==> src/sv/nnsa_pkg.sv <==
// nnsa_pkg: widths, register codes, configuration and queue entry types
// for the nearest-neighbour scaler address unit; no dependencies
`default_nettype none

package nnsa_pkg;

  localparam int POS_W      = 28;
  localparam int OFS_W      = 27;
  localparam int DIM_W      = 13;
  localparam int BPP_W      = 4;
  localparam int CFG_IDX_W  = 3;
  localparam int CFG_DATA_W = 28;

  typedef enum logic [CFG_IDX_W-1:0] {
    REG_READ_WIDTH   = 3'd0,
    REG_WRITE_WIDTH  = 3'd1,
    REG_WRITE_HEIGHT = 3'd2,
    REG_STEP_X       = 3'd3,
    REG_STEP_Y       = 3'd4,
    REG_READ_BPP     = 3'd5,
    REG_WRITE_BPP    = 3'd6
  } cfg_reg_e;

  typedef struct packed {
    logic [DIM_W-1:0] read_width;
    logic [DIM_W-1:0] write_width;
    logic [DIM_W-1:0] write_height;
    logic [POS_W-1:0] step_x;
    logic [POS_W-1:0] step_y;
    logic [BPP_W-1:0] read_bpp;
    logic [BPP_W-1:0] write_bpp;
  } cfg_t;

  localparam cfg_t CFG_RESET = '{
    read_width:   DIM_W'(640),
    write_width:  DIM_W'(640),
    write_height: DIM_W'(480),
    step_x:       POS_W'(65536),
    step_y:       POS_W'(65536),
    read_bpp:     BPP_W'(1),
    write_bpp:    BPP_W'(1)
  };

  // one classified pixel between front and back
  typedef struct packed {
    logic [POS_W-1:0] x_pos;
    logic [POS_W-1:0] y_pos;
    logic [OFS_W-1:0] dst_ofs;
    logic             eol;
    logic             eof;
  } pix_t;

endpackage

`default_nettype wire

==> src/sv/nnsa_if.sv <==
// nnsa_if: valid/ready channel interfaces for the restart input, the
// address result and the configuration writes; uses nnsa_pkg
`default_nettype none

interface nnsa_in_if;
  logic valid;
  logic ready;
  logic restart;

  modport source (output valid, output restart, input ready);
  modport sink   (input valid, input restart, output ready);
endinterface

interface nnsa_out_if;
  import nnsa_pkg::*;
  logic             valid;
  logic             ready;
  logic [OFS_W-1:0] src_byte_offset;
  logic [OFS_W-1:0] dst_byte_offset;
  logic             end_of_line;
  logic             end_of_frame;

  modport source (output valid, output src_byte_offset, output dst_byte_offset,
                  output end_of_line, output end_of_frame, input ready);
  modport sink   (input valid, input src_byte_offset, input dst_byte_offset,
                  input end_of_line, input end_of_frame, output ready);
endinterface

interface nnsa_cfg_if;
  import nnsa_pkg::*;
  logic                  valid;
  logic                  ready;
  logic [CFG_IDX_W-1:0]  index;
  logic [CFG_DATA_W-1:0] data;

  modport source (output valid, output index, output data, input ready);
  modport sink   (input valid, input index, input data, output ready);
endinterface

`default_nettype wire

==> src/sv/nnsa_front.sv <==
// nnsa_front: raster walk over the output frame, fixed-point source
// positions and destination offset; uses nnsa_pkg and nnsa_if
`default_nettype none

module nnsa_front import nnsa_pkg::*; #(
  parameter int MAX_DIM   = 4096
) (
  input  logic         clk_i,
  input  logic         rst_ni,
  input  cfg_t         cfg_i,
  nnsa_in_if.sink      in_i,
  output logic         push_o,
  output pix_t         push_data_o,
  input  logic         full_i
);

  localparam int CNT_W = $clog2(MAX_DIM);
  localparam int CMP_W = (CNT_W > DIM_W) ? CNT_W : DIM_W;

  function automatic logic [CMP_W-1:0] last_idx(input logic [DIM_W-1:0] v);
    logic [CMP_W-1:0] r;
    if (v == '0) begin
      r = '0;
    end else if (int'(v) > MAX_DIM) begin
      r = CMP_W'(MAX_DIM - 1);
    end else begin
      r = CMP_W'(v) - CMP_W'(1);
    end
    return r;
  endfunction

  logic [CNT_W-1:0] col_q, col_d, row_q, row_d, col_c, row_c;
  logic [POS_W-1:0] x_q, x_d, y_q, y_d, x_c, y_c;
  logic [OFS_W-1:0] dst_q, dst_d, dst_c, dst_inc;
  logic             eol, eof;

  assign in_i.ready = !full_i;
  assign push_o     = in_i.valid && !full_i;

  always_comb begin
    col_c = in_i.restart ? '0 : col_q;
    row_c = in_i.restart ? '0 : row_q;
    x_c   = in_i.restart ? '0 : x_q;
    y_c   = in_i.restart ? '0 : y_q;
    dst_c = in_i.restart ? '0 : dst_q;

    eol     = CMP_W'(col_c) >= last_idx(cfg_i.write_width);
    eof     = eol && (CMP_W'(row_c) >= last_idx(cfg_i.write_height));
    dst_inc = dst_c + OFS_W'(cfg_i.write_bpp);

    if (eof) begin
      col_d = '0;
      row_d = '0;
      x_d   = '0;
      y_d   = '0;
      dst_d = '0;
    end else if (eol) begin
      col_d = '0;
      row_d = row_c + CNT_W'(1);
      x_d   = '0;
      y_d   = y_c + cfg_i.step_y;
      dst_d = dst_inc;
    end else begin
      col_d = col_c + CNT_W'(1);
      row_d = row_c;
      x_d   = x_c + cfg_i.step_x;
      y_d   = y_c;
      dst_d = dst_inc;
    end
  end

  assign push_data_o = '{x_pos: x_c, y_pos: y_c, dst_ofs: dst_c, eol: eol, eof: eof};

  always_ff @(posedge clk_i or negedge rst_ni) begin
    if (!rst_ni) begin
      col_q <= '0;
      row_q <= '0;
      x_q   <= '0;
      y_q   <= '0;
      dst_q <= '0;
    end else if (push_o) begin
      col_q <= col_d;
      row_q <= row_d;
      x_q   <= x_d;
      y_q   <= y_d;
      dst_q <= dst_d;
    end
  end

endmodule

`default_nettype wire

==> src/sv/nnsa_queue.sv <==
// nnsa_queue: two-entry queue of classified pixels between front and back;
// uses nnsa_pkg
`default_nettype none

module nnsa_queue import nnsa_pkg::*; (
  input  logic clk_i,
  input  logic rst_ni,
  input  logic push_i,
  input  pix_t push_data_i,
  input  logic pop_i,
  output pix_t pop_data_o,
  output logic empty_o,
  output logic full_o
);

  pix_t       mem_q [2];
  logic       wr_ptr_q, rd_ptr_q;
  logic [1:0] count_q;

  assign empty_o    = (count_q == 2'd0);
  assign full_o     = (count_q == 2'd2);
  assign pop_data_o = mem_q[rd_ptr_q];

  always_ff @(posedge clk_i) begin
    if (push_i) begin
      mem_q[wr_ptr_q] <= push_data_i;
    end
  end

  always_ff @(posedge clk_i or negedge rst_ni) begin
    if (!rst_ni) begin
      wr_ptr_q <= 1'b0;
      rd_ptr_q <= 1'b0;
      count_q  <= 2'd0;
    end else begin
      if (push_i) begin
        wr_ptr_q <= !wr_ptr_q;
      end
      if (pop_i) begin
        rd_ptr_q <= !rd_ptr_q;
      end
      if (push_i && !pop_i) begin
        count_q <= count_q + 2'd1;
      end else if (pop_i && !push_i) begin
        count_q <= count_q - 2'd1;
      end
    end
  end

endmodule

`default_nettype wire

==> src/sv/nnsa_back.sv <==
// nnsa_back: source address arithmetic in two multiply stages, the second one
// feeding the output register; uses nnsa_pkg and nnsa_if
`default_nettype none

module nnsa_back import nnsa_pkg::*; #(
  parameter int FRAC_BITS = 16
) (
  input  logic       clk_i,
  input  logic       rst_ni,
  input  cfg_t       cfg_i,
  input  pix_t       pop_data_i,
  input  logic       empty_i,
  output logic       pop_o,
  nnsa_out_if.source out_o
);

  localparam int INT_W = POS_W - FRAC_BITS;

  logic [INT_W-1:0] xi, yi;
  logic [OFS_W-1:0] lin_d, lin_q, src_d, src_q;
  logic [OFS_W-1:0] s1_dst_q, out_dst_q;
  logic             s1_eol_q, s1_eof_q, out_eol_q, out_eof_q;
  logic             s1_vld_q, out_vld_q;
  logic             out_en, s1_en;

  assign out_en = !out_vld_q || out_o.ready;
  assign s1_en  = !s1_vld_q || out_en;
  assign pop_o  = !empty_i && s1_en;

  assign xi    = pop_data_i.x_pos[POS_W-1:FRAC_BITS];
  assign yi    = pop_data_i.y_pos[POS_W-1:FRAC_BITS];
  assign lin_d = OFS_W'(yi) * OFS_W'(cfg_i.read_width) + OFS_W'(xi);
  assign src_d = lin_q * OFS_W'(cfg_i.read_bpp);

  always_ff @(posedge clk_i) begin
    if (pop_o) begin
      lin_q    <= lin_d;
      s1_dst_q <= pop_data_i.dst_ofs;
      s1_eol_q <= pop_data_i.eol;
      s1_eof_q <= pop_data_i.eof;
    end
    if (out_en && s1_vld_q) begin
      src_q     <= src_d;
      out_dst_q <= s1_dst_q;
      out_eol_q <= s1_eol_q;
      out_eof_q <= s1_eof_q;
    end
  end

  always_ff @(posedge clk_i or negedge rst_ni) begin
    if (!rst_ni) begin
      s1_vld_q  <= 1'b0;
      out_vld_q <= 1'b0;
    end else begin
      if (s1_en) begin
        s1_vld_q <= pop_o;
      end
      if (out_en) begin
        out_vld_q <= s1_vld_q;
      end
    end
  end

  assign out_o.valid           = out_vld_q;
  assign out_o.src_byte_offset = src_q;
  assign out_o.dst_byte_offset = out_dst_q;
  assign out_o.end_of_line     = out_eol_q;
  assign out_o.end_of_frame    = out_eof_q;

endmodule

`default_nettype wire

==> src/sv/nearest_neighbour_scaler_address_unit.sv <==
// nearest_neighbour_scaler_address_unit: top level, configuration registers,
// front, queue and back; uses nnsa_pkg, nnsa_if, nnsa_front, nnsa_queue, nnsa_back
//
//   port    dir   beat carries
//   in_i    sink  restart
//   out_o   src   src_byte_offset, dst_byte_offset, end_of_line, end_of_frame
//   cfg_i   sink  index, data (always ready)
//
// one pixel a cycle sustained while out_o is ready, the front updating its counters on each accepted beat
// result is registered in the queue, the product stage and the output register in turn
// two-entry queue lets the front keep accepting while the back is stalled, until it is full
// reset returns registers to defaults and the walk to the origin, no clearing pass
`default_nettype none

module nearest_neighbour_scaler_address_unit import nnsa_pkg::*; #(
  parameter int MAX_DIM   = 4096,
  parameter int FRAC_BITS = 16
) (
  input  logic       clk_i,
  input  logic       rst_ni,
  nnsa_in_if.sink    in_i,
  nnsa_out_if.source out_o,
  nnsa_cfg_if.sink   cfg_i
);

  cfg_t cfg_q;
  pix_t push_data, pop_data;
  logic push, pop, full, empty;

  assign cfg_i.ready = 1'b1;

  always_ff @(posedge clk_i or negedge rst_ni) begin
    if (!rst_ni) begin
      cfg_q <= CFG_RESET;
    end else if (cfg_i.valid) begin
      case (cfg_reg_e'(cfg_i.index))
        REG_READ_WIDTH:   cfg_q.read_width   <= cfg_i.data[DIM_W-1:0];
        REG_WRITE_WIDTH:  cfg_q.write_width  <= cfg_i.data[DIM_W-1:0];
        REG_WRITE_HEIGHT: cfg_q.write_height <= cfg_i.data[DIM_W-1:0];
        REG_STEP_X:       cfg_q.step_x       <= cfg_i.data[POS_W-1:0];
        REG_STEP_Y:       cfg_q.step_y       <= cfg_i.data[POS_W-1:0];
        REG_READ_BPP:     cfg_q.read_bpp     <= cfg_i.data[BPP_W-1:0];
        REG_WRITE_BPP:    cfg_q.write_bpp    <= cfg_i.data[BPP_W-1:0];
        default: begin
        end
      endcase
    end
  end

  nnsa_front #(
    .MAX_DIM (MAX_DIM)
  ) u_front (
    .clk_i       (clk_i),
    .rst_ni      (rst_ni),
    .cfg_i       (cfg_q),
    .in_i        (in_i),
    .push_o      (push),
    .push_data_o (push_data),
    .full_i      (full)
  );

  nnsa_queue u_queue (
    .clk_i       (clk_i),
    .rst_ni      (rst_ni),
    .push_i      (push),
    .push_data_i (push_data),
    .pop_i       (pop),
    .pop_data_o  (pop_data),
    .empty_o     (empty),
    .full_o      (full)
  );

  nnsa_back #(
    .FRAC_BITS (FRAC_BITS)
  ) u_back (
    .clk_i      (clk_i),
    .rst_ni     (rst_ni),
    .cfg_i      (cfg_q),
    .pop_data_i (pop_data),
    .empty_i    (empty),
    .pop_o      (pop),
    .out_o      (out_o)
  );

endmodule

`default_nettype wire

==> src/flat_wrapper.sv <==
// flat-port wrapper written by rule: the top's interface ports become plain ports
module nearest_neighbour_scaler_address_unit_flat import nnsa_pkg::*;
#(
  parameter int MAX_DIM   = 4096,
  parameter int FRAC_BITS = 16
)
  (clk_i, rst_ni, in_i_valid, in_i_restart, in_i_ready, out_o_valid, out_o_src_byte_offset, out_o_dst_byte_offset, out_o_end_of_line, out_o_end_of_frame, out_o_ready, cfg_i_valid, cfg_i_index, cfg_i_data, cfg_i_ready);
  nnsa_in_if in_i_i ();
  nnsa_out_if out_o_i ();
  nnsa_cfg_if cfg_i_i ();
  input  logic clk_i;
  input  logic rst_ni;
  input wire logic [$bits(in_i_i.valid)-1:0] in_i_valid;
  input wire logic [$bits(in_i_i.restart)-1:0] in_i_restart;
  output wire logic [$bits(in_i_i.ready)-1:0] in_i_ready;
  output wire logic [$bits(out_o_i.valid)-1:0] out_o_valid;
  output wire logic [$bits(out_o_i.src_byte_offset)-1:0] out_o_src_byte_offset;
  output wire logic [$bits(out_o_i.dst_byte_offset)-1:0] out_o_dst_byte_offset;
  output wire logic [$bits(out_o_i.end_of_line)-1:0] out_o_end_of_line;
  output wire logic [$bits(out_o_i.end_of_frame)-1:0] out_o_end_of_frame;
  input wire logic [$bits(out_o_i.ready)-1:0] out_o_ready;
  input wire logic [$bits(cfg_i_i.valid)-1:0] cfg_i_valid;
  input wire logic [$bits(cfg_i_i.index)-1:0] cfg_i_index;
  input wire logic [$bits(cfg_i_i.data)-1:0] cfg_i_data;
  output wire logic [$bits(cfg_i_i.ready)-1:0] cfg_i_ready;
  assign in_i_i.valid = in_i_valid;
  assign in_i_i.restart = in_i_restart;
  assign in_i_ready = in_i_i.ready;
  assign out_o_valid = out_o_i.valid;
  assign out_o_src_byte_offset = out_o_i.src_byte_offset;
  assign out_o_dst_byte_offset = out_o_i.dst_byte_offset;
  assign out_o_end_of_line = out_o_i.end_of_line;
  assign out_o_end_of_frame = out_o_i.end_of_frame;
  assign out_o_i.ready = out_o_ready;
  assign cfg_i_i.valid = cfg_i_valid;
  assign cfg_i_i.index = cfg_i_index;
  assign cfg_i_i.data = cfg_i_data;
  assign cfg_i_ready = cfg_i_i.ready;
  nearest_neighbour_scaler_address_unit #(.MAX_DIM(MAX_DIM), .FRAC_BITS(FRAC_BITS)) u_core (.clk_i(clk_i), .rst_ni(rst_ni), .in_i(in_i_i), .out_o(out_o_i), .cfg_i(cfg_i_i));
endmodule
==> config.mk <==
export PLATFORM = sky130hd
export DESIGN_NAME = nearest_neighbour_scaler_address_unit_flat
export DESIGN_NICKNAME = d
export VERILOG_FILES = /design/src/sv/nnsa_pkg.sv /design/src/sv/nnsa_if.sv /design/src/sv/nnsa_front.sv /design/src/sv/nnsa_queue.sv /design/src/sv/nnsa_back.sv /design/src/sv/nearest_neighbour_scaler_address_unit.sv /design/src/flat_wrapper.sv
export SDC_FILE = /design/constraint.sdc
export NUM_CORES = 1
export LEC_CHECK = 0
export BUFFER_PORTS_ARGS = -buffer_cell sky130_fd_sc_hd__buf_2
export CAP_MARGIN = 0
export CORE_MARGIN = 1.5
export CORE_UTILIZATION = 50
export CTS_CLUSTER_SIZE = 10
export DETAILED_ROUTE_END_ITERATION = 12
export PLACE_DENSITY = 0.66
export REMOVE_ABC_BUFFERS = 1
export SYNTH_ARGS = -nofsm -noshare
export SYNTH_HDL_FRONTEND = slang
export SYNTH_HIERARCHICAL = 1
export SYNTH_SLANG_ARGS = --single-unit
==> constraint.sdc <==
create_clock -name clk_i -period 11.7 [get_ports clk_i]
set_input_delay 1.755 -clock clk_i [delete_from_list [all_inputs] [get_ports clk_i]]
set_output_delay 1.755 -clock clk_i [all_outputs]
set_load 0.01 [all_outputs]
==> flow_metrics.env <==
export IMPL_clock_skew_ns=0.01678
export IMPL_cts_resized_gates=0
export IMPL_placed_cells=3541
export IMPL_critPathKind="flip-flop to flip-flop"
export IMPL_design_die_area_um2=60730
export IMPL_avgViaCountPerCell=5.525
export IMPL_grt_max_degree=103
export IMPL_grt_pass1_wl_um=105700
export IMPL_port_buffers=94
export IMPL_outcome="finished, final reports clean"
export IMPL_cts_setup_buffers=0
export IMPL_slowest_stage="dfrtp_2"
export IMPL_initial_core_util=0.5040
export IMPL_report_final_setup_viol=0
export IMPL_crit_fanout=32
export IMPL_cts_max_path_buffers=3
export IMPL_nNetsFinal=3219
export IMPL_die_h_um=246.4
export IMPL_antenna_found_initial=0
export IMPL_cts_root_buf="clkbuf_16"
export IMPL_fp_coreArea_um2=58800
export IMPL_grt_usage=0.2174
export IMPL_cts_made_buffers=52
export IMPL_finalNonFillerCells=3639
export IMPL_drive_above_1_share=0.1274
export IMPL_max_freq_mhz=147.2
export IMPL_worstMarginPinSlew_ns=1.279
export IMPL_io_pins=96
export IMPL_cp_slowest_stage_delay_ns=0.93
export IMPL_drc_errors=0
export IMPL_start_kind="flip-flop"
export IMPL_fillCellCount=5175
export IMPL_path_cells="buf_4 > mux2_4 > and2_1 > fa_1 > inv_1 > fa_1 > inv_1 > fa_1 > fa_1 > inv_1 > fa_1 > inv_1 > ha_1 > a21oi_1 > o21ai_0 > a221oi_2 > o221ai_1 > a21oi_1 > xnor2_1"
export IMPL_endpoint_kind="flip-flop"
export IMPL_fp_dieW_um=246.4
export IMPL_grt_pass1_vias=20220
export IMPL_tritoncts="built"
export IMPL_arrival_ns=7.14
export IMPL_multi_input_area_um2=16160
export IMPL_hold_path_class="flip-flop to flip-flop"
export IMPL_fin_crit_ns=6.794
export IMPL_rsz0062_at_grt="no"
export IMPL_htreeDepth=2
export IMPL_hold_viol=0
export IMPL_final_cell_area_um2=32240
export IMPL_fin_tns_setup_ns=0
export IMPL_cp_buffers_inverters=5
export IMPL_hold_buffers=0
export IMPL_placed_area_um2=30670
export IMPL_ant_nets=0
export IMPL_slew_limit_headroom=0.1452
export IMPL_n_antenna_cell=0
export IMPL_cts_sinks=433
export IMPL_wire_per_inst_um=17.92
export IMPL_clock_latency_ns=0.60
export IMPL_areaGrowthSynthToFinish_pct=8.787
export IMPL_final_common_cell="nand2_1"
export IMPL_cp_required_ns=12.05
export IMPL_synth_warnings=6
export IMPL_fp_row_count=89
export IMPL_drtIter0Drc=1081
export IMPL_avgSynthCellArea_um2=10.71
export IMPL_overflow=0
export IMPL_finalCritPeriodShare=0.5807
export IMPL_routed_wl_um=65210
export IMPL_register_area_um2=11940
export IMPL_path_clk_slew_ns=0.06
export IMPL_syn_area_um2=29630
export IMPL_maxCapViolations=0
export IMPL_dp_hpwl_um=46390
export IMPL_globalplace_congestion=0.9241
export IMPL_path_common_cell="fa_1"
export IMPL_num_vias=20110
export IMPL_finalMaxSlewViolations=0
export IMPL_first_pass_iters=7
export IMPL_path_delay_family="adder cells"
export IMPL_final_cell_mix="nand2_1 (324), inv_1 (263), edfxtp_1 (217), dfrtp_1 (203), ha_1 (188)"
export IMPL_synth_cells=2768
-- layer usage --
layer / wire length, µm / share of wire / up-vias / global-route usage
li1: - / - / 9630 / -
met1: 29830 / 0.46 / 9963 / 0.2899
met2: 31640 / 0.49 / 434 / 0.3752
met3: 2577 / 0.040 / 80 / 0.02712
met4: 1162 / 0.018 / 0 / 0.05416
met5: 0 / 0 / - / 0
-- worst register-to-register path, cell delays in order (launching register included) --
cell and delay (ns):
dfrtp_2 0.93, buf_4 0.49, mux2_4 0.44, and2_1 0.19
fa_1 0.55, inv_1 0.06, fa_1 0.53, inv_1 0.06
fa_1 0.51, fa_1 0.55, inv_1 0.06, fa_1 0.53
inv_1 0.04, ha_1 0.38, a21oi_1 0.27, o21ai_0 0.18
a221oi_2 0.33, o221ai_1 0.17, a21oi_1 0.21, xnor2_1 0.08
-- state kept, by name, indices dropped and copies added, names as in the netlist, 26 cells and up --
signal and count:
u_core/cfg_q 103, u_core/u_back/lin_q 26, u_core/u_back/out_o.dst_byte_offset 27, u_core/u_back/out_o.src_byte_offset 27
u_core/u_back/s1_dst_q 27, u_core/u_front/dst_q 27, u_core/u_front/x_q 28, u_core/u_front/y_q 28
u_core/u_queue/mem_q 106
-- through the flow --
stage,util,hold slack (ns),setup WS [ns]
2_1_floorplan,-,0.4003,5.078
3_3_place_gp,0.5217,0.4035,4.990
3_5_place_dp,0.5217,0.4045,4.954
4_1_cts,0.5483,0.4133,4.907
5_1_grt,0.5483,0.4240,4.510
6_report,0.5483,0.4141,4.906
-- area by class of cell --
type	count	area share
clock buffers	90	0.04607
clock inverters	8	0.002368
inverters	263	0.03062
multi-input cells	1959	0.5012
flip-flops and latches	433	0.3703
well taps	773	0.03000
repair buffers	113	0.01941
-- worst paths after layout --
check                                           start                                       to  slack [ns]  depth (start not counted)
setup / recovery              u_core/u_queue/rd_ptr_q                  u_core/u_back/lin_q[25]        4.91                         19
setup reg to reg              u_core/u_queue/rd_ptr_q                  u_core/u_back/lin_q[25]        4.91                         19
hold reg to reg            u_core/u_back/s1_dst_q[11]  u_core/u_back/out_o.dst_byte_offset[11]        0.41                          0
hold / removal             u_core/u_back/s1_dst_q[11]  u_core/u_back/out_o.dst_byte_offset[11]        0.41                          0
max in group asynchronous                      rst_ni                         u_core/cfg_q[20]        8.50                          3
min in group asynchronous                      rst_ni                  u_core/u_front/col_q[9]        1.20                          1
Power is left out: the tool's default activity adds up to more than one toggle a clock period on the data nets, which glitch-free logic cannot reach.
